==> src/hdl/vaa_pkg.sv <==
// shared types, widths and constants for the vector angle pipeline
`timescale 1ns / 1ps

package vaa_pkg;

  // coordinate and angle port widths
  localparam int IN_W  = 16;
  localparam int ANG_W = 16;

  // fraction bits of the rotation datapath and the angle accumulator
  localparam int FRAC = 24;

  // x/y: 16-bit coordinate grown by sqrt(2) and the cordic gain, plus fraction and sign
  localparam int X_W = 44;
  // angle accumulator: |z| stays below 5 rad in Q.24
  localparam int Z_W = 29;

  // rounding of the Q.24 accumulator down to Q3.13
  localparam int RND_SH = FRAC - 13;

  // stage count default and table length
  localparam int STAGES_DEF = 16;
  localparam int ATAN_LEN   = 24;

  localparam logic signed [Z_W-1:0]   PI_Q24 = Z_W'(52707179);
  localparam logic signed [ANG_W-1:0] PI_Q13 = ANG_W'(25736);

  // round(atan(2^-i) * 2^24)
  localparam logic signed [Z_W-1:0] ATAN_Q24 [ATAN_LEN] = '{
    Z_W'(13176795), Z_W'(7778716), Z_W'(4110060), Z_W'(2086331),
    Z_W'(1047214),  Z_W'(524117),  Z_W'(262123),  Z_W'(131069),
    Z_W'(65536),    Z_W'(32768),   Z_W'(16384),   Z_W'(8192),
    Z_W'(4096),     Z_W'(2048),    Z_W'(1024),    Z_W'(512),
    Z_W'(256),      Z_W'(128),     Z_W'(64),      Z_W'(32),
    Z_W'(16),       Z_W'(8),       Z_W'(4),       Z_W'(2)
  };

  // one beat moving down the cell chain
  typedef struct packed {
    logic signed [X_W-1:0] x;
    logic signed [X_W-1:0] y;
    logic signed [Z_W-1:0] z;
    logic                  on_axis;  // input y was zero
    logic                  x_neg;    // input x was negative
  } vaa_beat_t;

endpackage

==> src/hdl/vaa_prerot.sv <==
// entry cell: scales the coordinates and folds the left half-plane onto the right
`timescale 1ns / 1ps

module vaa_prerot import vaa_pkg::*; (
  input  logic             clk,
  input  logic             rst_n,
  input  logic             in_valid,
  output logic             in_ready,
  input  logic [IN_W-1:0]  in_x,
  input  logic [IN_W-1:0]  in_y,
  output logic             out_valid,
  input  logic             out_ready,
  output vaa_beat_t        out_beat
);

  logic                  valid_r;
  vaa_beat_t             beat_r;
  vaa_beat_t             beat_nxt;
  logic signed [X_W-1:0] x_ext;
  logic signed [X_W-1:0] y_ext;

  // cell takes a beat when empty or when its neighbor takes the held one
  assign in_ready = !valid_r || out_ready;

  // sign extend and scale to Q.24
  assign x_ext = {{(X_W-IN_W-FRAC){in_x[IN_W-1]}}, in_x, {FRAC{1'b0}}};
  assign y_ext = {{(X_W-IN_W-FRAC){in_y[IN_W-1]}}, in_y, {FRAC{1'b0}}};

  // rotate by pi when x is negative
  always_comb begin
    beat_nxt.on_axis = (in_y == '0);
    beat_nxt.x_neg   = in_x[IN_W-1];
    if (in_x[IN_W-1]) begin
      beat_nxt.x = -x_ext;
      beat_nxt.y = -y_ext;
      beat_nxt.z = in_y[IN_W-1] ? -PI_Q24 : PI_Q24;
    end else begin
      beat_nxt.x = x_ext;
      beat_nxt.y = y_ext;
      beat_nxt.z = '0;
    end
  end

  // valid flag
  always_ff @(posedge clk) begin
    if (!rst_n) begin
      valid_r <= 1'b0;
    end else if (in_ready) begin
      valid_r <= in_valid;
    end
  end

  // payload
  always_ff @(posedge clk) begin
    if (in_ready && in_valid) begin
      beat_r <= beat_nxt;
    end
  end

  assign out_valid = valid_r;
  assign out_beat  = beat_r;

`ifndef SYNTHESIS
  // folded vector always lies in the right half-plane
  a_x_nonneg: assert property (@(posedge clk) disable iff (!rst_n)
    valid_r |-> !beat_r.x[X_W-1])
    else $error("prerot: negative x after fold");
`endif

endmodule

==> config.mk <==
export PLATFORM = sky130hd
export DESIGN_NAME = vaa_prerot
export DESIGN_NICKNAME = d
export VERILOG_FILES = /design/src/hdl/vaa_pkg.sv /design/src/hdl/vaa_prerot.sv
export SDC_FILE = /design/constraint.sdc
export NUM_CORES = 1
export LEC_CHECK = 0
export ABC_AREA = 0
export BUFFER_PORTS_ARGS = -buffer_cell sky130_fd_sc_hd__buf_2
export CAP_MARGIN = 0
export CORE_ASPECT_RATIO = 1.4
export CORE_MARGIN = 1.5
export CORE_UTILIZATION = 30
export CTS_BUF_LIST = sky130_fd_sc_hd__clkbuf_8
export DETAILED_ROUTE_END_ITERATION = 10
export GPL_TIMING_DRIVEN = 0
export HOLD_SLACK_MARGIN = 0.02
export REMOVE_ABC_BUFFERS = 1
export SYNTH_ARGS = -nofsm -noshare
export SYNTH_HDL_FRONTEND = slang
export SYNTH_SLANG_ARGS = --single-unit
export TNS_END_PERCENT = 100
==> constraint.sdc <==
create_clock -name clk -period 2.54 [get_ports clk]
set_input_delay 0.127 -clock clk [delete_from_list [all_inputs] [get_ports clk]]
set_output_delay 0.127 -clock clk [all_outputs]
set_load 0.01 [all_outputs]
==> out/qor.yml <==
rsz0062_at_grt: "false"
final_util_pct: 35.41
drtAntennaViolNets: 0
switching_share_pct: 26.84
nFillCells: 869
cp_num_buf_inv: 2
initial_core_util_pct: 30.66
p_switching_mw: 0.4446
cts_buffers: 5
cts_buffer_depth: 2
clock-sinks: 46
cp-startpoint: "in_y[0]"
seq_power_share_pct: 55.7
ctsResizeCount: 0
grt_max_degree: 38
cp_top_family: "simple AND/OR/NAND/NOR gates"
worstPathArrival_ps: 2120
muxShareOfSynthArea_pct: 0
yosysUniqueCellTypes: 27
finalCritPeriodShare_pct: 81.85
root_buffer: "clkbuf_8"
layout_min_cycle_time_ps: 2079
power_frac_clock_pct: 25.6
routedWlPerCell_um: 10.87
synth_top_family_by_area: "buffers and inverters"
clock.fmax_mhz: 481.0
async_flop_share_pct: 0
p_total_mw: 1.657
syn_inst: 223
synth_fa_ha_area_share_pct: 0.9537
hold_buffers: 1
detailedRoute.firstPassIterationCount: 4
worstSetupStartpointType: "input port"
crit_type: "in2reg"
slew_headroom_pct: 57.63
synth_compound_area_share_pct: 7.296
p_int_mw: 1.212
synth_area_um2: 2624
synth-xor-area-share_pct: 9.013
routed_wl_mm: 4.553
synth_area_per_cell_um2: 11.77
synth_flop_cell: "edfxtp_1"
r2r_slack_ps: 1090
drive_gt1_share_pct: 38.22
holdPathEnd: "out_beat[99]$_DFFE_PP_"
setup_viol: 0
post-cts-setup-buffers: 0
end_kind: "flip-flop"
p_leak_nw: 1.329
slew_viol_final: 0
drt-vias-per-instance: 4.146
place_congestion: 0.6670
required_ps: 2580
crit_fanout: 4
finalHoldViolations: 0
path_clk_slew_ps: 90
fp.dieH_um: 113.7
dieArea_um2: 9324
fin_nets: 352
whs_path_depth: 1
dpl.hpwl_mm: 3.591
die_w_um: 82.04
post-route-drc-count: 0
grt_pass1_wl_mm: 6.679
path_cells: "dlygate4sd3_1, buf_2, or3_1, or3_4, o41ai_4, o21ai_0"
antenna_found_initial: 0
status: "completed"
port_buffers: 108
cpPeakStageDelay_ps: 540
grt_pass1_vias: 1407
power.density_nw_per_um2: 546.6
htreeDepth: 2
r2r_end: "out_beat[116]$_SDFFCE_PN0P_"
rows: 40
antenna_cells: 0
hp-class: "in2reg"
grtUsageTotal_pct: 9.673
yosys_warnings: 0
skew_ps: 5.912
synth-simple-area-share_pct: 7.725
comb_power_share_pct: 18.7
slowest_stage: "dlygate4sd3_1"
synth_edf_count: 45
seq_area_frac_synth_pct: 52.27
worst_pin_slew_ps: 635.5
hp-start: "in_x[0]"
syn2layout_area_growth_pct: 15.50
r2r-start: "out_valid$_SDFFE_PN0N_"
clkLatencyLatePin_ps: 300
drv_cap: 0
vias: 1737
boundaryPins: 157
cts_tree: "built"
grt-ovfl-total: 0
peakVddDrop_uv: 198.4
synth-seq-cells: 46
drt-initial-drc-count: 52
worst-r2r-cell-count: 3
finalSetupTns_ps: 0
core_um2: 8558
through the flow:
stage               setup WS (ps)  instances  hold WS [ps]  instance area, um^2
detailed placement          518.4        411         342.0                 2942
global placement            144.8        410         331.2                 2920
global route                309.6        419         46.87                 3030
finish                      461.0        419         52.04                 3030
floorplan                   538.8        197         225.9                 2248
CTS                         476.8        419         36.62                 3030
layer usage:
layer | part of all wire [%] | track usage (%)
met5 | 0 | 0
met3 | 10 | 2.320
met2 | 52 | 17.60
met1 | 35 | 9.873
met4 | 2.3 | 5.085
registers in the layout, summed over array words and instances, names as in the netlist:
| name | flops |
|---|---|
| out_valid | 1 |
| out_beat | 45 |
Yosys cell counts (3+ instances only):
cell type  instances  area [um^2]
buf_4             74        555.5
o21ai_0           14        70.07
xnor2_1           26        227.7
nand2b_1           6        37.54
o41ai_1            3        26.28
edfxtp_1          45         1351
nand2_1           10        37.54
or4_1              4        30.03
clkbuf_1           3        11.26
inv_1              7        26.28
o31ai_1            7        52.55
power by group through the flow:
stage / logic (mW) / clock network [mW] / registers [mW]
6_report: 0.310 / 0.425 / 0.922
5_1_grt: 0.346 / 0.475 / 0.930
4_1_cts: 0.314 / 0.446 / 0.924
3_5_place_dp: 0.312 / 0 / 0.941
3_3_place_gp: 0.302 / 0 / 0.941
2_1_floorplan: 0.116 / 0 / 0.989
cell families (layout without fill, tap and decap cells):
| family | Yosys count | count (layout) |
|---|---|---|
| AOI/OAI and AO/OA | 27 | 27 |
| xor gates and xnor gates | 27 | 27 |
| adders and majority gates | 2 | 2 |
| buffers and inverters | 84 | 124 |
| DFF | 46 | 46 |
| other | 1 | 52 |
| and+or+nand+nor | 36 | 36 |
worst max-delay path by stage:
stage          slack (ps)  cells past startpoint                     endpoint
2_1_floorplan         540                      2        out_beat[0]$_DFFE_PP_
3_3_place_gp          140                      2  out_beat[116]$_SDFFCE_PN0P_
3_5_place_dp          520                      5       out_beat[71]$_DFFE_PP_
4_1_cts               480                      6       out_beat[72]$_DFFE_PP_
5_1_grt               310                      8       out_beat[71]$_DFFE_PP_
6_report              460                      6       out_beat[72]$_DFFE_PP_
cell type report:
cell class,count,area [um^2],share of cell area [%]
Multi-Input combinational cell,144,852.1,28.12
Clock inverter,2,10.01,0.3303
Clock buffer,5,68.82,2.271
Inverter,7,26.28,0.8671
Timing Repair Buffer,110,570.5,18.83
Sequential cell,46,1371,45.25
Tap cell,105,131.4,4.335
placed cells by master, fill, tap and decap left out, drive strengths merged, types with 2 or more instances in the layout:
cell,n
xnor2,26
or3,2
nor2,2
inv,7
nor3,2
ha,2
conb,52
o21ai,14
nor2b,2
and2,2
nor4,2
edfxtp,45
or4,4
nand2b,6
nand3,2
a21boi,2
clkinv,2
nand2,10
clkbuf,5
o31ai,7
buf,109
o41ai,4
(Power assumes the default switching activity.)
