File: config.mk
export PLATFORM = sky130hd
export DESIGN_NAME = vaa_round
export DESIGN_NICKNAME = d
export VERILOG_FILES = /design/src/hdl/vaa_pkg.sv /design/src/hdl/vaa_round.sv
export SDC_FILE = /design/constraint.sdc
export NUM_CORES = 1
export LEC_CHECK = 0
export ABC_CLOCK_PERIOD_IN_PS = 2900
export BUFFER_PORTS_ARGS = -buffer_cell sky130_fd_sc_hd__buf_4
export CAP_MARGIN = 30
export CORE_ASPECT_RATIO = 1.1
export CORE_UTILIZATION = 35
export DETAILED_ROUTE_END_ITERATION = 8
export GPL_TIMING_DRIVEN = 0
export PLACE_DENSITY = 0.76
export SETUP_SLACK_MARGIN = 0.3
export SLEW_MARGIN = 30
export SYNTH_ARGS = -nofsm -noshare
export SYNTH_HDL_FRONTEND = slang
export SYNTH_SLANG_ARGS = --single-unit
export TNS_END_PERCENT = 1
File: constraint.sdc
create_clock -name clk -period 2.9 [get_ports clk]
set_input_delay 0.145 -clock clk [delete_from_list [all_inputs] [get_ports clk]]
set_output_delay 0.145 -clock clk [all_outputs]
set_load 0.01 [all_outputs]
File: src/hdl/vaa_pkg.sv
// shared types, widths and constants for the vector angle pipeline
`timescale 1ns / 1ps

package vaa_pkg;

  // coordinate and angle port widths
  localparam int IN_W  = 16;
  localparam int ANG_W = 16;

  // fraction bits of the rotation datapath and the angle accumulator
  localparam int FRAC = 24;

  // x/y: 16-bit coordinate grown by sqrt(2) and the cordic gain, plus fraction and sign
  localparam int X_W = 44;
  // angle accumulator: |z| stays below 5 rad in Q.24
  localparam int Z_W = 29;

  // rounding of the Q.24 accumulator down to Q3.13
  localparam int RND_SH = FRAC - 13;

  // stage count default and table length
  localparam int STAGES_DEF = 16;
  localparam int ATAN_LEN   = 24;

  localparam logic signed [Z_W-1:0]   PI_Q24 = Z_W'(52707179);
  localparam logic signed [ANG_W-1:0] PI_Q13 = ANG_W'(25736);

  // round(atan(2^-i) * 2^24)
  localparam logic signed [Z_W-1:0] ATAN_Q24 [ATAN_LEN] = '{
    Z_W'(13176795), Z_W'(7778716), Z_W'(4110060), Z_W'(2086331),
    Z_W'(1047214),  Z_W'(524117),  Z_W'(262123),  Z_W'(131069),
    Z_W'(65536),    Z_W'(32768),   Z_W'(16384),   Z_W'(8192),
    Z_W'(4096),     Z_W'(2048),    Z_W'(1024),    Z_W'(512),
    Z_W'(256),      Z_W'(128),     Z_W'(64),      Z_W'(32),
    Z_W'(16),       Z_W'(8),       Z_W'(4),       Z_W'(2)
  };

  // one beat moving down the cell chain
  typedef struct packed {
    logic signed [X_W-1:0] x;
    logic signed [X_W-1:0] y;
    logic signed [Z_W-1:0] z;
    logic                  on_axis;  // input y was zero
    logic                  x_neg;    // input x was negative
  } vaa_beat_t;

endpackage

File: src/hdl/vaa_round.sv
// exit cell: rounds the accumulated angle to Q3.13 and applies the axis cases
`timescale 1ns / 1ps

module vaa_round import vaa_pkg::*; (
  input  logic             clk,
  input  logic             rst_n,
  input  logic             in_valid,
  output logic             in_ready,
  input  vaa_beat_t        in_beat,
  output logic             out_valid,
  input  logic             out_ready,
  output logic [ANG_W-1:0] out_angle
);

  localparam int Q_W = Z_W + 1 - RND_SH;

  logic                    valid_r;
  logic signed [ANG_W-1:0] angle_r;
  logic signed [ANG_W-1:0] angle_nxt;
  logic signed [Z_W:0]     z_bias;
  logic signed [Q_W-1:0]   q;
  logic signed [Q_W-1:0]   pi_pos;
  logic signed [Q_W-1:0]   pi_neg;

  assign in_ready = !valid_r || out_ready;

  // round half up, then floor shift
  assign z_bias = {in_beat.z[Z_W-1], in_beat.z} + (Z_W+1)'(1 << (RND_SH - 1));
  assign q      = Q_W'(z_bias >>> RND_SH);
  assign pi_pos = {{(Q_W-ANG_W){1'b0}}, PI_Q13};
  assign pi_neg = -pi_pos;

  // saturate to +-pi, axis cases bypass the rotation result
  always_comb begin
    if (in_beat.on_axis) begin
      angle_nxt = in_beat.x_neg ? PI_Q13 : '0;
    end else if (q > pi_pos) begin
      angle_nxt = PI_Q13;
    end else if (q < pi_neg) begin
      angle_nxt = -PI_Q13;
    end else begin
      angle_nxt = q[ANG_W-1:0];
    end
  end

  // valid flag
  always_ff @(posedge clk) begin
    if (!rst_n) begin
      valid_r <= 1'b0;
    end else if (in_ready) begin
      valid_r <= in_valid;
    end
  end

  // payload
  always_ff @(posedge clk) begin
    if (in_ready && in_valid) begin
      angle_r <= angle_nxt;
    end
  end

  assign out_valid = valid_r;
  assign out_angle = angle_r;

`ifndef SYNTHESIS
  // delivered angle never leaves [-pi, pi]
  a_range: assert property (@(posedge clk) disable iff (!rst_n)
    valid_r |-> (angle_r <= PI_Q13) && (angle_r >= -PI_Q13))
    else $error("round: angle out of range");
`endif

endmodule

==> results of run 1 <==
[cells by family (layout without fill, tap and decap cells)]
kind of cell               count (synthesis)  after routing  synth area share, %
xor gates and xnor gates                  12             12                 6.77
muxes                                      1              1                0.645
adders and majority gates                  1              1                0.806
AOI/OAI and AO/OA                         47             47                 22.5
and+or+nand+nor                           74             74                 29.3
DFF                                       17             17                 32.3
buffers and inverters                     19             57                 7.74
[routing by layer]
metal / share of wire, % / GRT usage [%] / vias to the layer above
met5: 0 / 0 / -
met4: 1.3 / 6.28 / 0
met3: 5.5 / 1.75 / 5
met2: 45 / 25.4 / 48
met1: 48 / 24.1 / 654
li1: - / - / 738
[worst max-delay path, cell delays in order]
cell and delay (ns):
buf_4 0.14, ha_1 0.25, buf_2 0.20, or3_1 0.35, a21oi_1 0.15, a311oi_1 0.07
o211ai_2 0.18, nand4_1 0.10, a311o_2 0.41, o31a_1 0.32
[synth_stat cells, types with 3 or more instances]
library cell,n,area (um2)
edfxtp_1,16,480
a21oi_1,14,70.1
nand4_1,11,68.8
buf_2,8,40.0
nand2_1,8,30.0
nand3_1,8,40.0
nor2_1,8,30.0
xor2_1,7,61.3
and3_1,5,31.3
and4_1,5,43.8
xnor2_1,5,43.8
a31oi_1,4,25.0
buf_6,4,45.0
nand2b_1,4,25.0
inv_1,3,11.3
nand3b_1,3,22.5
nor2b_1,3,18.8
nor3_1,3,15.0
nor3b_1,3,22.5
[power by group]
part	internal [mW]	total (mW)	switching, mW	leakage [nW]
combinational	0.0869	0.183	0.0957	0.538
clock	0.0971	0.162	0.0650	0.0228
sequential	0.291	0.297	0.00591	0.165
total	0.475	0.642	0.167	0.725
[area by class of cell]
type	count	area (um2)
plain buffers	16	109
clock buffers	4	45.0
fillers	438	2370
inverters	3	11.3
multi-input cells	135	931
flip-flops and latches	17	500
well taps	54	67.6
repair buffers	34	255
[flip-flops by register name, summed over array words and instances (netlist names)]
signal and cells:
out_angle 16, out_valid 1
[how the worst max path moves through the flow]
stage                startpoint           end  slack (ns)  cells after the start
finish              in_beat[12]  out_angle[3]        0.58                     10
detailed placement  in_beat[12]  out_angle[3]        0.33                     10
CTS                 in_beat[12]  out_angle[3]        0.58                     10
floorplan           in_beat[12]  out_angle[3]        0.68                      9
global placement    in_beat[12]  out_angle[3]        0.34                     10
global route        in_beat[12]  out_angle[3]        0.45                     10
==> impl_metrics.csv, run 1 <==
group,metric,value,unit
drt,routed_wl,3610,um
clock_tree,cts_resized,0,
synthesis,synth_seq_cells,17,
hold_path,hold_class,"in2reg",
clock_tree,cts_tree,"done",
global_route,globalRoute.totalOverflow,0,
synthesis,ys.flop_type,"edfxtp_1",
global_route,grt_pass1_wl,6110,um
critical_path,path_class,"in2reg",
hold_path,hold_end,"out_valid",
sta,holdWs,0.172,ns
global_route,antenna_found_initial,0,
layout,area_growth,23.7,%
place,io_buffers,34,
layout,mostFrequentLayoutCell,"buf_4",
critical_path,worstPathMaxFanout,10,
layout,postLayoutCoreUtil,44.8,%
drt,vias_per_cell,5.49,
synthesis,yosysSeqAreaShare,32.3,%
layout,fin_cells,263,
sta,hold_viol_final,0,
clock_tree,postCtsHoldBufs,0,
synthesis,netlist_area,1550,um2
synthesis,syn_avg_cell_area,9.07,um2
global_route,grt_max_degree,17,
synthesis,synth_nets,295,
layout,final_cell_mix,"buf_4 (36), edfxtp_1 (16), a21oi_1 (14)",
hold_path,holdPathStages,3,
clock_tree,cts_buffer_depth,2,
floorplanning,die_x,65.5,um
floorplanning,initial_utilization,36.2,%
floorplanning,dieArea,4700,um2
sta,fin_skew,0.000356,ns
clock_tree,clk_latency,0.24,ns
floorplanning,die_y,71.8,um
run_status,status,"finished clean",
sta,period_minus_slack,2.32,ns
clock_tree,numCtsBuffers,3,
global_route,track_usage,16.7,%
drt,post-route-drc-count,0,
sta,drv_slew,0,
sta,rsz0062_at_grt,"no",
sta,post-route-period-util,80.0,%
clock_tree,root_buffer,"clkbuf_8",
drt,vias,1445,
power,power.total,642,uW
synthesis,synth_cell_types,57,
critical_path,r2r_start,"out_valid",
synthesis,syn_inst,171,
global_route,first_global_vias,1317,
floorplanning,core,4290,um2
synthesis,yosys_warnings,0,
sta,max_freq,0.431,GHz
synthesis,synth_edf_count,16,
power,vdd_ir_drop_max,0.125,mV
place,gp_congestion,0.832,
sta,finalSetupViolCount,0,
critical_path,reg2reg_slack,1.49,ns
floorplanning,ios,141,
power,leakage,0.725,nW
drt,detail_route.iter0.violations,65,
sta,worst_pin_slew,0.623,ns
place,place_area,1870,um2
clock_tree,post_cts_buffers,0,
power,pwr_density_cell,334,nW/um2
place,preCtsSetupSlack,0.330,ns
sta,setup_tns,0,ns
job,drv_cap,0,
place,place_inst,259,
drt,drt_pass1_iterations,4,
floorplanning,fp-row-count,25,
clock_tree,clkSinkCount,17,
place,dp_hpwl,2840,um
drt,antenna_left,0,
critical_path,cp.required,2.89,ns
critical_path,worst_ep_arrival_time,2.31,ns
critical_path,reg2reg_to,"out_angle[8]",
clock_tree,htreeDepth,1,
synthesis,ys_async_sr_fraction,0,%
clock_tree,clk_transition_reported_paths,0.05,ns
sta,slew_headroom,58.4,%
critical_path,r2r_cells,2,
layout,drive_above_1_share,29.2,%
layout,final_area,1920,um2
sta,fin_ws,0.579,ns
layout,diodes,0,
drt,drt-wirelength-per-cell,13.7,um
critical_path,endpoint_kind,"register",
layout,nets,334,
hold_path,min-delay-start,"in_valid",
critical_path,setup.worst_path.start_class,"primary input",
Power figures use the tool's default switching activity.
==> run 2, diff against run 1 <==
--- a/config.mk
+++ b/config.mk
@@ -5,7 +5,7 @@
 export SDC_FILE = /design/constraint.sdc
 export NUM_CORES = 1
 export LEC_CHECK = 0
-export ABC_CLOCK_PERIOD_IN_PS = 2900
+export ABC_CLOCK_PERIOD_IN_PS = 2180
 export BUFFER_PORTS_ARGS = -buffer_cell sky130_fd_sc_hd__buf_4
 export CAP_MARGIN = 30
 export CORE_ASPECT_RATIO = 1.1
==> constraint.sdc (replaced) <==
create_clock -name clk -period 2.18 [get_ports clk]
set_input_delay 0.109 -clock clk [delete_from_list [all_inputs] [get_ports clk]]
set_output_delay 0.109 -clock clk [all_outputs]
set_load 0.01 [all_outputs]
==> impl_metrics.csv, run 2 (synthesized netlist as in run 1, its figures left out) <==
group,metric,value,unit
run_status,status,"finished clean",
power,power.total,927,uW
drt,post-route-drc-count,0,
global_route,grt_max_degree,17,
floorplanning,core,4290,um2
place,place_inst,259,
power,intPower,652,uW
clock_tree,clk_latency,0.26,ns
clock_tree,cts_buffer_depth,2,
global_route,globalRoute.totalOverflow,0,
place,dp_hpwl,2860,um
layout,diodes,0,
critical_path,crit_path_end,"out_angle[7]",
critical_path,endpoint_kind,"register",
floorplanning,die_x,65.5,um
sta,finalSetupViolCount,0,
critical_path,r2r_cells,2,
global_route,track_usage,18.0,%
layout,nets,340,
sta,hold_viol_final,0,
place,gp_congestion,0.848,
sta,max_freq,0.499,GHz
critical_path,cp.required,2.20,ns
drt,detail_route.iter0.violations,85,
critical_path,worstSetupStartpoint,"in_beat[13]",
power,clockPowerShare,27.2,%
layout,fin_cells,269,
power,swShare,29.7,%
clock_tree,root_buffer,"clkbuf_8",
critical_path,setup.worst_path.start_class,"primary input",
sta,post-route-period-util,92.0,%
power,switching_power,276,uW
floorplanning,initial_utilization,36.2,%
clock_tree,clkSinkCount,17,
hold_path,hold_class,"in2reg",
drt,vias,1530,
drt,drt_pass1_iterations,4,
power,leakage,0.782,nW
critical_path,path_class,"in2reg",
layout,postLayoutCoreUtil,48.6,%
critical_path,worst_ep_arrival_time,2.02,ns
global_route,first_global_vias,1343,
layout,fillers,417,
critical_path,worstPathMaxFanout,7,
sta,fin_skew,0.00143,ns
sta,rsz0062_at_grt,"yes",
job,drv_cap,0,
critical_path,r2r_start,"out_valid",
power,seqPwrFrac,42.3,%
clock_tree,numCtsBuffers,3,
sta,worst_pin_slew,0.713,ns
drt,routed_wl,4080,um
layout,drive_above_1_share,38.6,%
drt,vias_per_cell,5.69,
critical_path,reg2reg_slack,0.73,ns
power,vdd_ir_drop_max,0.263,mV
global_route,antenna_found_initial,0,
place,place_area,1910,um2
sta,period_minus_slack,2.01,ns
layout,mostFrequentLayoutCell,"buf_4",
critical_path,reg2reg_to,"out_angle[8]",
layout,area_growth,34.4,%
sta,drv_slew,0,
floorplanning,fp-row-count,25,
clock_tree,htreeDepth,1,
clock_tree,clk_transition_reported_paths,0.07,ns
global_route,grt_pass1_wl,6320,um
floorplanning,ios,141,
layout,final_area,2080,um2
floorplanning,die_y,71.8,um
drt,antenna_left,0,
clock_tree,cts_tree,"done",
place,io_buffers,34,
floorplanning,dieArea,4700,um2
power,pwr-share-comb,30.5,%
power,pwr_density_cell,445,nW/um2
drt,drt-wirelength-per-cell,15.2,um
clock_tree,postCtsHoldBufs,0,
layout,final_cell_mix,"buf_4 (39), edfxtp_1 (16), a21oi_1 (13)",
sta,slew_headroom,52.4,%
layout,largest_reg_flops,16,
-- run 2: stage by stage --
step,hold WS [ns],worst slack [ns],setup TNS [ns]
after floorplan,0.248,0.114,0
after detailed placement,0.385,-0.242,-2.32
after global routing,0.119,0.144,0
after global placement,0.371,-0.215,-2.15
after CTS,0.110,0.157,0
final,0.0998,0.175,0
-- run 2: layout make-up --
type	count	area, um2	share of cell area [%]
Multi-Input combinational cell	135	1030	49.3
Tap cell	54	67.6	3.24
Inverter	3	11.3	0.540
Timing Repair Buffer	40	308	14.8
Clock inverter	1	5.00	0.240
Sequential cell	17	500	24.0
Buffer	16	124	5.94
Clock buffer	3	41.3	1.98
-- run 2: critical path: stages --
cell and delay [ns]:
buf_6 0.11, ha_4 0.17, buf_6 0.13, or3_4 0.34
a21oi_4 0.14, a311oi_2 0.06, o211ai_2 0.16, nand4_1 0.12
a311o_2 0.40, buf_6 0.16, o2bb2ai_4 0.12
-- run 2: timing repair --
item                       in CTS  in global routing
setup endpoints to repair      15                 15
gates cloned                    1                  0
pin swaps                       5                  6
gates resized for setup         9                 12
buffers inserted                3                  2
-- run 2: worst min-delay path by stage --
stage                  start         to  slack (ns)  cells past startpoint
finish                 rst_n  out_valid         0.1                      2
global route           rst_n  out_valid        0.12                      2
CTS                    rst_n  out_valid        0.11                      2
detailed placement     rst_n  out_valid        0.39                      2
global placement       rst_n  out_valid        0.37                      2
floorplan           in_valid  out_valid        0.25                      2
-- run 2: routing by layer --
metal	vias up	global-route usage, %	wire (um)	share of wire (%)
li1	752	-	-	-
met5	-	0	0	0
met2	64	28.9	1930	47
met4	0	7.73	70	1.7
met3	7	4.30	382	9.4
met1	707	22.9	1710	42
-- run 2: power by group through the flow --
| stage | combinational (mW) | sequential, mW | clock, mW |
|---|---|---|---|
| after floorplan | 0.138 | 0.413 | 0 |
| after global placement | 0.248 | 0.401 | 0 |
| after detailed placement | 0.250 | 0.400 | 0 |
| after CTS | 0.270 | 0.393 | 0.245 |
| after global routing | 0.305 | 0.395 | 0.261 |
| final | 0.283 | 0.392 | 0.252 |
