$ cat config.mk
export PLATFORM = sky130hd
export DESIGN_NAME = vaa_cell
export DESIGN_NICKNAME = d
export VERILOG_FILES = /design/src/hdl/vaa_pkg.sv /design/src/hdl/vaa_cell.sv
export SDC_FILE = /design/constraint.sdc
export NUM_CORES = 1
export LEC_CHECK = 0
export BUFFER_PORTS_ARGS = -buffer_cell sky130_fd_sc_hd__buf_2
export CORE_MARGIN = 2
export CORE_UTILIZATION = 40
export CTS_CLUSTER_SIZE = 16
export DETAILED_ROUTE_END_ITERATION = 8
export PLACE_DENSITY = 0.63
export SLEW_MARGIN = 30
export SYNTH_ARGS = -nofsm -noshare
export SYNTH_HDL_FRONTEND = slang
export SYNTH_SLANG_ARGS = --single-unit
$ cat constraint.sdc
create_clock -name clk -period 10.8 [get_ports clk]
set_clock_uncertainty 0.05 [all_clocks]
set_input_delay 1.08 -clock clk [delete_from_list [all_inputs] [get_ports clk]]
set_output_delay 1.08 -clock clk [all_outputs]
set_load 0.005 [all_outputs]
$ cat src/hdl/vaa_pkg.sv
// shared types, widths and constants for the vector angle pipeline
`timescale 1ns / 1ps

package vaa_pkg;

  // coordinate and angle port widths
  localparam int IN_W  = 16;
  localparam int ANG_W = 16;

  // fraction bits of the rotation datapath and the angle accumulator
  localparam int FRAC = 24;

  // x/y: 16-bit coordinate grown by sqrt(2) and the cordic gain, plus fraction and sign
  localparam int X_W = 44;
  // angle accumulator: |z| stays below 5 rad in Q.24
  localparam int Z_W = 29;

  // rounding of the Q.24 accumulator down to Q3.13
  localparam int RND_SH = FRAC - 13;

  // stage count default and table length
  localparam int STAGES_DEF = 16;
  localparam int ATAN_LEN   = 24;

  localparam logic signed [Z_W-1:0]   PI_Q24 = Z_W'(52707179);
  localparam logic signed [ANG_W-1:0] PI_Q13 = ANG_W'(25736);

  // round(atan(2^-i) * 2^24)
  localparam logic signed [Z_W-1:0] ATAN_Q24 [ATAN_LEN] = '{
    Z_W'(13176795), Z_W'(7778716), Z_W'(4110060), Z_W'(2086331),
    Z_W'(1047214),  Z_W'(524117),  Z_W'(262123),  Z_W'(131069),
    Z_W'(65536),    Z_W'(32768),   Z_W'(16384),   Z_W'(8192),
    Z_W'(4096),     Z_W'(2048),    Z_W'(1024),    Z_W'(512),
    Z_W'(256),      Z_W'(128),     Z_W'(64),      Z_W'(32),
    Z_W'(16),       Z_W'(8),       Z_W'(4),       Z_W'(2)
  };

  // one beat moving down the cell chain
  typedef struct packed {
    logic signed [X_W-1:0] x;
    logic signed [X_W-1:0] y;
    logic signed [Z_W-1:0] z;
    logic                  on_axis;  // input y was zero
    logic                  x_neg;    // input x was negative
  } vaa_beat_t;

endpackage

$ cat src/hdl/vaa_cell.sv
// one cordic micro-rotation cell of the vectoring chain
`timescale 1ns / 1ps

module vaa_cell import vaa_pkg::*; #(
  parameter int STAGE_IDX = 0
) (
  input  logic      clk,
  input  logic      rst_n,
  input  logic      in_valid,
  output logic      in_ready,
  input  vaa_beat_t in_beat,
  output logic      out_valid,
  input  logic      out_ready,
  output vaa_beat_t out_beat
);

  logic                  valid_r;
  vaa_beat_t             beat_r;
  vaa_beat_t             beat_nxt;
  logic signed [X_W-1:0] x_c;
  logic signed [X_W-1:0] y_c;
  logic signed [X_W-1:0] xs;
  logic signed [X_W-1:0] ys;
  logic signed [Z_W-1:0] z_c;

  assign in_ready = !valid_r || out_ready;

  assign x_c = in_beat.x;
  assign y_c = in_beat.y;
  assign z_c = in_beat.z;
  assign xs  = x_c >>> STAGE_IDX;
  assign ys  = y_c >>> STAGE_IDX;

  // rotate toward the x axis by atan(2^-i)
  always_comb begin
    beat_nxt = in_beat;
    if (!y_c[X_W-1]) begin
      beat_nxt.x = x_c + ys;
      beat_nxt.y = y_c - xs;
      beat_nxt.z = z_c + ATAN_Q24[STAGE_IDX];
    end else begin
      beat_nxt.x = x_c - ys;
      beat_nxt.y = y_c + xs;
      beat_nxt.z = z_c - ATAN_Q24[STAGE_IDX];
    end
  end

  // valid flag
  always_ff @(posedge clk) begin
    if (!rst_n) begin
      valid_r <= 1'b0;
    end else if (in_ready) begin
      valid_r <= in_valid;
    end
  end

  // payload
  always_ff @(posedge clk) begin
    if (in_ready && in_valid) begin
      beat_r <= beat_nxt;
    end
  end

  assign out_valid = valid_r;
  assign out_beat  = beat_r;

endmodule

==> metrics.txt, run 1 <==
# TYPE chip_impl_metric gauge
chip_impl_metric{name="post_route_cells_drive_above_1_share",unit=""} 0.1715
chip_impl_metric{name="fin_crit_sh",unit=""} 0.4397
chip_impl_metric{name="start_util",unit=""} 0.4040
chip_impl_metric{name="ys.warnings.count",unit=""} 0
chip_impl_metric{name="hold_path_depth",unit=""} 2
chip_impl_info{name="synthTopCellsByArea",value="edfxtp_1 27%, ha_1 16%, a21oi_1 7.4%"} 1
chip_impl_metric{name="drv_slew",unit=""} 0
chip_impl_metric{name="antennaDiodeCount",unit=""} 0
chip_impl_info{name="yosys.area.top_type",value="edfxtp_1"} 1
chip_impl_metric{name="drt_iter0_drc",unit=""} 1287
chip_impl_metric{name="dpl-instance-area",unit="sq mm"} 0.01463
chip_impl_metric{name="avgSynthCellArea",unit="sq um"} 8.443
chip_impl_info{name="root_buffer",value="clkbuf_16"} 1
chip_impl_metric{name="ctsHtreeMaxLevel",unit=""} 4
chip_impl_metric{name="cts-buffers-inserted",unit=""} 17
chip_impl_info{name="crit_path_cell_trace",value="buf_4, inv_2, buf_4, ha_1, a211oi_1, o21bai_1, a21oi_1, o31ai_1, a221o_1, o21ai_0, o31ai_1, a211oi_1, xnor2_1"} 1
chip_impl_metric{name="finalSetupViolations",unit=""} 0
chip_impl_metric{name="ir_worst_vdd",unit="V"} 0.0001143
chip_impl_info{name="hp-class",value="register to register"} 1
chip_impl_metric{name="cts_hold_repair.buffers",unit=""} 0
chip_impl_info{name="worstSetupStartpointType",value="input port"} 1
chip_impl_metric{name="worst_skew_pair.late_latency",unit="ns"} 0.44
chip_impl_metric{name="number_of_enable_type_register_cells_in_the_synthesized_netlist",unit=""} 118
chip_impl_metric{name="portion_of_the_post_synthesis_area_used_by_sequential_elements",unit=""} 0.2725
chip_impl_info{name="grt_setup_unrepaired",value="no"} 1
chip_impl_metric{name="die_height",unit="um"} 184.8
chip_impl_metric{name="grt_start_max_net_pins",unit=""} 87
chip_impl_metric{name="placementRows",unit=""} 66
chip_impl_metric{name="route.antenna.remaining_nets",unit=""} 0
chip_impl_metric{name="power.static_leakage",unit="nW"} 6.804
chip_impl_metric{name="cts_max_path_buffers",unit=""} 2
chip_impl_metric{name="post-synth-top-area-fraction",unit=""} 0.2710
chip_impl_metric{name="num_vias",unit=""} 12580
chip_impl_metric{name="cts.sinks",unit=""} 119
chip_impl_metric{name="routedWlPerCell",unit="um"} 20.16
chip_impl_metric{name="grt_antenna_before_repair",unit=""} 0
chip_impl_metric{name="timing.setup.tns",unit="ns"} 0
chip_impl_info{name="slowest_stage",value="buf_4"} 1
chip_impl_metric{name="die_x",unit="um"} 184.8
chip_impl_metric{name="max-cap-violations",unit=""} 0
chip_impl_metric{name="vias_per_cell",unit=""} 5.693
chip_impl_metric{name="fillers",unit=""} 3223
chip_impl_metric{name="worst_setup_hold_path_clk_slew",unit="ns"} 0.06
chip_impl_metric{name="fmax",unit="MHz"} 210.6
chip_impl_metric{name="coreArea",unit="sq mm"} 0.03237
chip_impl_metric{name="syn_nets",unit=""} 1848
chip_impl_info{name="critical_path.endpoint_type",value="register"} 1
chip_impl_metric{name="floorplan.die_area",unit="sq mm"} 0.03416
chip_impl_metric{name="netlist-cell-type-count",unit=""} 77
chip_impl_metric{name="syn_to_final_growth",unit="%"} 16.70
chip_impl_metric{name="mappedNetlistArea",unit="sq mm"} 0.01308
chip_impl_metric{name="r2r.worst_path.cells",unit=""} 3
chip_impl_metric{name="total_area_of_multi_input_combinational_cells",unit="sq mm"} 0.008673
chip_impl_metric{name="num-nets-final",unit=""} 2053
chip_impl_metric{name="slowest_delay",unit="ns"} 0.71
chip_impl_metric{name="hold_violations",unit=""} 0
chip_impl_metric{name="grt_pass1_wl",unit="um"} 68320
chip_impl_metric{name="ios",unit=""} 244
chip_impl_metric{name="power_density",unit="mW/mm^2"} 130.1
chip_impl_metric{name="cts.repair_timing.setup_buffer_count",unit=""} 0
chip_impl_metric{name="worstMarginPinSlew",unit="ns"} 0.9865
chip_impl_info{name="tritoncts",value="yes"} 1
chip_impl_metric{name="detailedRoute.firstPassIterationCount",unit=""} 6
chip_impl_metric{name="cp.arrival",unit="ns"} 4.88
chip_impl_metric{name="remaining_drc_errors",unit=""} 0
chip_impl_metric{name="regArea",unit="sq mm"} 0.003563
chip_impl_metric{name="stdcell_area",unit="sq mm"} 0.01526
chip_impl_metric{name="synthCells",unit=""} 1549
chip_impl_metric{name="grt-ovfl-total",unit=""} 0
chip_impl_metric{name="postCtsResizedCells",unit=""} 0
chip_impl_metric{name="ys_ff_latch",unit=""} 119
chip_impl_metric{name="max_slew_margin",unit=""} 0.3393
chip_impl_metric{name="min_period",unit="ns"} 4.748
chip_impl_metric{name="synthArstFlopShare",unit=""} 0
chip_impl_info{name="timing.setup.critical_path_class",value="input port to register"} 1
chip_impl_metric{name="grt_pass1_vias",unit=""} 12190
chip_impl_metric{name="critical_path_required",unit="ns"} 10.93
chip_impl_info{name="synth-main-ff-cell",value="edfxtp_1"} 1
chip_impl_metric{name="totalWireLength",unit="um"} 44540
chip_impl_metric{name="hpwl_reported_at_the_end_of_detailed_placement",unit="um"} 34930
chip_impl_metric{name="placement.io_buffers",unit=""} 243
chip_impl_metric{name="groute.usage.overall",unit=""} 0.2590
chip_impl_metric{name="globalplace.congestion",unit=""} 0.9668
chip_impl_metric{name="worst-path-max-fanout",unit=""} 62
chip_impl_info{name="run_status",value="completed"} 1
[layer usage]
layer | wire length [um] | GRT usage | vias up | share of wire
met1 | 19850 | 0.3499 | 5935 | 0.45
met4 | 1278 | 0.09587 | 0 | 0.029
met2 | 20120 | 0.4145 | 545 | 0.45
li1 | - | - | 6030 | -
met5 | 0 | 0 | - | 0
met3 | 3292 | 0.04424 | 66 | 0.074
[cell usage in the layout, fill, tap and decap left out, types with 10 or more instances in the layout]
master | synthesis | routed
a211oi_1 | 18 | 18
a21o_1 | 44 | 44
a21oi_1 | 194 | 194
a221oi_1 | 10 | 10
a31oi_1 | 12 | 12
and3_1 | 10 | 10
buf_2 | 5 | 242
clkbuf_16 | 0 | 17
clkinv_1 | 6 | 10
edfxtp_1 | 118 | 118
ha_1 | 172 | 172
inv_1 | 148 | 147
mux2i_1 | 26 | 26
nand2_1 | 79 | 79
nand2b_1 | 17 | 17
nand3_1 | 23 | 23
nand4_1 | 19 | 19
nor2_1 | 118 | 118
nor2b_1 | 10 | 10
nor3_1 | 39 | 39
nor4_1 | 10 | 10
o21a_1 | 13 | 13
o21ai_0 | 103 | 103
o21bai_1 | 36 | 36
o31ai_1 | 26 | 26
xnor2_1 | 98 | 98
xor2_1 | 10 | 10
[cell usage after synthesis, drive strengths merged, types with 4 or more instances]
master and n:
a2111oi 6, a211o 4, a211oi 18, a21boi 4, a21o 44, a21oi 194
a221o 6, a221oi 10, a31o 5, a31oi 13, a41oi 6, and2 10
and3 10, buf 18, clkbuf 44, clkinv 6, edfxtp 118, fa 4
ha 172, inv 149, mux2i 26, nand2 79, nand2b 17, nand3 23
nand4 19, nor2 118, nor2b 10, nor3 39, nor4 11, o2111ai 4
o211a 4, o211ai 7, o21a 13, o21ai 104, o21ba 4, o21bai 36
o311ai 8, o31ai 28, or2 5, or4 5, xnor2 98, xor2 10
[worst paths after layout]
path | from | to | slack [ns]
worst max-delay path | in_beat[74] | out_beat[29]$_DFFE_PP_ | 6.05
worst min-delay path | out_valid$_SDFFE_PN0N_ | out_valid$_SDFFE_PN0N_ | 0.49
worst max register to register | out_valid$_SDFFE_PN0N_ | out_beat[23]$_DFFE_PP_ | 8.43
worst min register to register | out_valid$_SDFFE_PN0N_ | out_valid$_SDFFE_PN0N_ | 0.49
[logic make-up (layout without fill, tap and decap cells)]
kind of cell,after synthesis,count (layout),share of synthesized area
AND/OR/NAND/NOR,360,360,0.1312
AO/OA/AOI/OAI,542,542,0.2681
adder cells (fa/ha/maj),176,176,0.1707
buffers and inverters,217,435,0.06448
flip-flops,119,119,0.2725
multiplexers,27,27,0.02076
XOR/XNOR,108,108,0.07233
[sequential cells by signal (all words and copies together), names as in the netlist]
| signal | cells |
|---|---|
| out_beat | 118 |
| out_valid | 1 |
[where the power goes]
part           switching [mW]  leakage [nW]  total (mW)  internal, mW
Sequential             0.0189          1.15       0.620         0.601
Clock                   0.234         0.297       0.640         0.407
Combinational           0.451          5.36       0.725         0.274
Total                   0.704          6.80        1.99          1.28
[critical path, delay by kind of cell]
family / cells / cell delay [ns]
buf+inv: 3 / 1.08
xor+xnor: 1 / 0.10
compound gates: 8 / 2.17
fa+ha+maj: 1 / 0.40
[cell type report]
cell class              instances  area share
clock inverters                14     0.01344
clock buffers                  18     0.02812
multi-input cells            1213      0.5683
inverters                     155     0.03812
well taps                     442     0.03624
flip-flops and latches        119      0.2335
repair buffers                248     0.08231
[metrics by stage]
step	setup WS, ns	utilization	power [mW]	hold WS (ns)	cells
after detailed placement	5.676	0.4519	1.342	0.4803	2177
final	6.052	0.4715	1.986	0.4867	2209
after floorplan	6.300	-	1.087	0.4866	1549
after CTS	6.113	0.4715	1.986	0.4914	2209
after global placement	5.723	0.4519	1.341	0.4601	2177
after global routing	5.786	0.4715	2.085	0.5409	2209
Note: power is estimated with default switching activity, not from simulation.
==> run 2, diff against run 1 <==
==> constraint.sdc (replaced) <==
create_clock -name clk -period 4.7 [get_ports clk]
set_clock_uncertainty 0.05 [all_clocks]
set_input_delay 0.47 -clock clk [delete_from_list [all_inputs] [get_ports clk]]
set_output_delay 0.47 -clock clk [all_outputs]
set_load 0.005 [all_outputs]
==> run 2 against run 1 <==
Cell count grew 0.77%. Final area rose by 0.30%. Non-clock buffer count increased by 16. Largest cell class unchanged. Combinational power increased by 130%. Clock power is 100% higher. Worst hold slack worse by 0.32 ns. Die area stayed put.
==> metrics.txt, run 2 (synthesis results as in run 1) <==
# TYPE chip_impl_metric gauge
chip_impl_metric{name="floorplan.die_area",unit="sq mm"} 0.03416
chip_impl_metric{name="routedWlPerCell",unit="um"} 20.18
chip_impl_metric{name="start_util",unit=""} 0.4040
chip_impl_metric{name="placementRows",unit=""} 66
chip_impl_metric{name="worst_setup_hold_path_clk_slew",unit="ns"} 0.06
chip_impl_metric{name="critical_path_required",unit="ns"} 4.82
chip_impl_info{name="layout_commonest_cell",value="buf_2"} 1
chip_impl_info{name="layout_common_cells",value="242 x buf_2, 194 x a21oi_1, 172 x ha_1, 147 x inv_1"} 1
chip_impl_metric{name="grt_pass1_vias",unit=""} 12260
chip_impl_metric{name="syn_to_final_growth",unit="%"} 17.06
chip_impl_metric{name="cp.arrival",unit="ns"} 3.80
chip_impl_info{name="critical_path.endpoint_type",value="register"} 1
chip_impl_metric{name="max_slew_margin",unit=""} 0.3735
chip_impl_metric{name="route.antenna.remaining_nets",unit=""} 0
chip_impl_metric{name="cts-buffers-inserted",unit=""} 17
chip_impl_metric{name="max-cap-violations",unit=""} 0
chip_impl_metric{name="cts_max_path_buffers",unit=""} 2
chip_impl_metric{name="finalSetupViolations",unit=""} 0
chip_impl_info{name="hp-class",value="input port to register"} 1
chip_impl_metric{name="slowest_delay",unit="ns"} 0.69
chip_impl_metric{name="postCtsResizedCells",unit=""} 0
chip_impl_info{name="slowest_stage",value="o31ai_1"} 1
chip_impl_info{name="run_status",value="completed"} 1
chip_impl_metric{name="detailedPlace.worstSlack",unit="ns"} 0.6499
chip_impl_metric{name="cts.sinks",unit=""} 119
chip_impl_metric{name="dpl-instance-area",unit="sq mm"} 0.01475
chip_impl_metric{name="fin_cells",unit=""} 2226
chip_impl_metric{name="totalWireLength",unit="um"} 44930
chip_impl_metric{name="grt_start_max_net_pins",unit=""} 72
chip_impl_metric{name="fin_crit_sh",unit=""} 0.7838
chip_impl_metric{name="coreArea",unit="sq mm"} 0.03237
chip_impl_metric{name="grt_pass1_wl",unit="um"} 69040
chip_impl_metric{name="drv_slew",unit=""} 0
chip_impl_metric{name="worst-path-max-fanout",unit=""} 11
chip_impl_info{name="grt.busiest_layer",value="met2"} 1
chip_impl_metric{name="num_vias",unit=""} 12630
chip_impl_metric{name="die_x",unit="um"} 184.8
chip_impl_metric{name="ir_worst_vdd",unit="V"} 0.0002650
chip_impl_info{name="reg2reg_from",value="out_valid$_SDFFE_PN0N_"} 1
chip_impl_metric{name="placed_cells_incl_taps",unit=""} 2193
chip_impl_metric{name="grt.met3_usage",unit=""} 0.03559
chip_impl_metric{name="globalplace.congestion",unit=""} 0.9385
chip_impl_info{name="timing.setup.critical_path_class",value="input port to register"} 1
chip_impl_metric{name="global_route.usage.met2",unit=""} 0.4211
chip_impl_metric{name="grt_antenna_before_repair",unit=""} 2
chip_impl_metric{name="final_util",unit=""} 0.4729
chip_impl_metric{name="timing.setup.tns",unit="ns"} 0
chip_impl_metric{name="hold_violations",unit=""} 0
chip_impl_metric{name="worst_skew_pair.late_latency",unit="ns"} 0.43
chip_impl_metric{name="die_height",unit="um"} 184.8
chip_impl_metric{name="num-nets-final",unit=""} 2069
chip_impl_metric{name="largest_register_ff_count",unit=""} 118
chip_impl_metric{name="hpwl_reported_at_the_end_of_detailed_placement",unit="um"} 35840
chip_impl_metric{name="fmax",unit="MHz"} 271.5
chip_impl_metric{name="stdcell_area",unit="sq mm"} 0.01531
chip_impl_metric{name="drt_iter0_drc",unit=""} 1214
chip_impl_metric{name="grt-ovfl-total",unit=""} 0
chip_impl_metric{name="worstMarginPinSlew",unit="ns"} 0.9160
chip_impl_metric{name="grt_util_met1",unit=""} 0.3577
chip_impl_info{name="hold_start",value="in_beat[1]"} 1
chip_impl_metric{name="power_density",unit="mW/mm^2"} 287.2
chip_impl_metric{name="finalPower",unit="mW"} 4.396
chip_impl_metric{name="remaining_drc_errors",unit=""} 0
chip_impl_metric{name="finalHoldWorstSlack",unit="ns"} 0.1661
chip_impl_metric{name="power.static_leakage",unit="nW"} 6.842
chip_impl_metric{name="cts.repair_timing.setup_buffer_count",unit=""} 0
chip_impl_metric{name="groute.usage.overall",unit=""} 0.2609
chip_impl_metric{name="detailedRoute.firstPassIterationCount",unit=""} 7
chip_impl_info{name="setup.worst_path.start",value="in_beat[34]"} 1
chip_impl_info{name="grt_setup_unrepaired",value="no"} 1
chip_impl_info{name="root_buffer",value="clkbuf_16"} 1
chip_impl_metric{name="post_route_cells_drive_above_1_share",unit=""} 0.1806
chip_impl_info{name="tritoncts",value="yes"} 1
chip_impl_metric{name="ios",unit=""} 244
chip_impl_metric{name="cts_hold_repair.buffers",unit=""} 0
chip_impl_metric{name="min_period",unit="ns"} 3.684
chip_impl_metric{name="ctsHtreeMaxLevel",unit=""} 4
chip_impl_metric{name="placement.io_buffers",unit=""} 243
chip_impl_info{name="worstSetupStartpointType",value="input port"} 1
chip_impl_metric{name="vias_per_cell",unit=""} 5.676
chip_impl_metric{name="final_critical_path_setup_slack",unit="ns"} 1.016
chip_impl_info{name="crit_path_cell_trace",value="buf_2, inv_1, ha_1, nand3_1, o21bai_1, nand2_1, a2111oi_0, buf_4, o31ai_1, a31oi_1, o2111ai_1, o311ai_0, xnor2_1"} 1
-- run 2: area by class of cell --
type,count,area (sq um)
flip-flops and latches,119,3563
diodes,1,2.502
repair buffers,264,1376
fillers,3231,17060
inverters,155,581.8
well taps,442,553.0
clock buffers,18,429.2
clock inverters,14,128.9
multi-input cells,1213,8673
-- run 2: worst max-delay path: cells and delay by family --
kind	cells	cell delay, ns
AO/OA/AOI/OAI	6	1.94
XOR/XNOR	1	0.18
adder cells (fa/ha/maj)	1	0.50
buffers and inverters	3	0.35
AND/OR/NAND/NOR	2	0.36
-- run 2: worst paths after layout --
path                        endpoint  cells after the start  slack, ns
max          out_beat[118]$_DFFE_PP_                     13       1.02
min            out_beat[1]$_DFFE_PP_                      1       0.17
max reg2reg   out_beat[42]$_DFFE_PP_                      3       2.68
min reg2reg   out_valid$_SDFFE_PN0N_                      2       0.49
-- run 2: metal layers --
layer / vias up / share of wire
met1: 5970 / 0.46
met2: 544 / 0.45
met3: 68 / 0.064
met4: 2 / 0.027
met5: - / 0.00020
li1: 6050 / -
-- run 2: report_power, final --
group | internal [mW] | switching [mW]
Combinational | 0.645 | 1.05
Sequential | 1.38 | 0.0434
Clock | 0.729 | 0.552
Total | 2.75 | 1.64
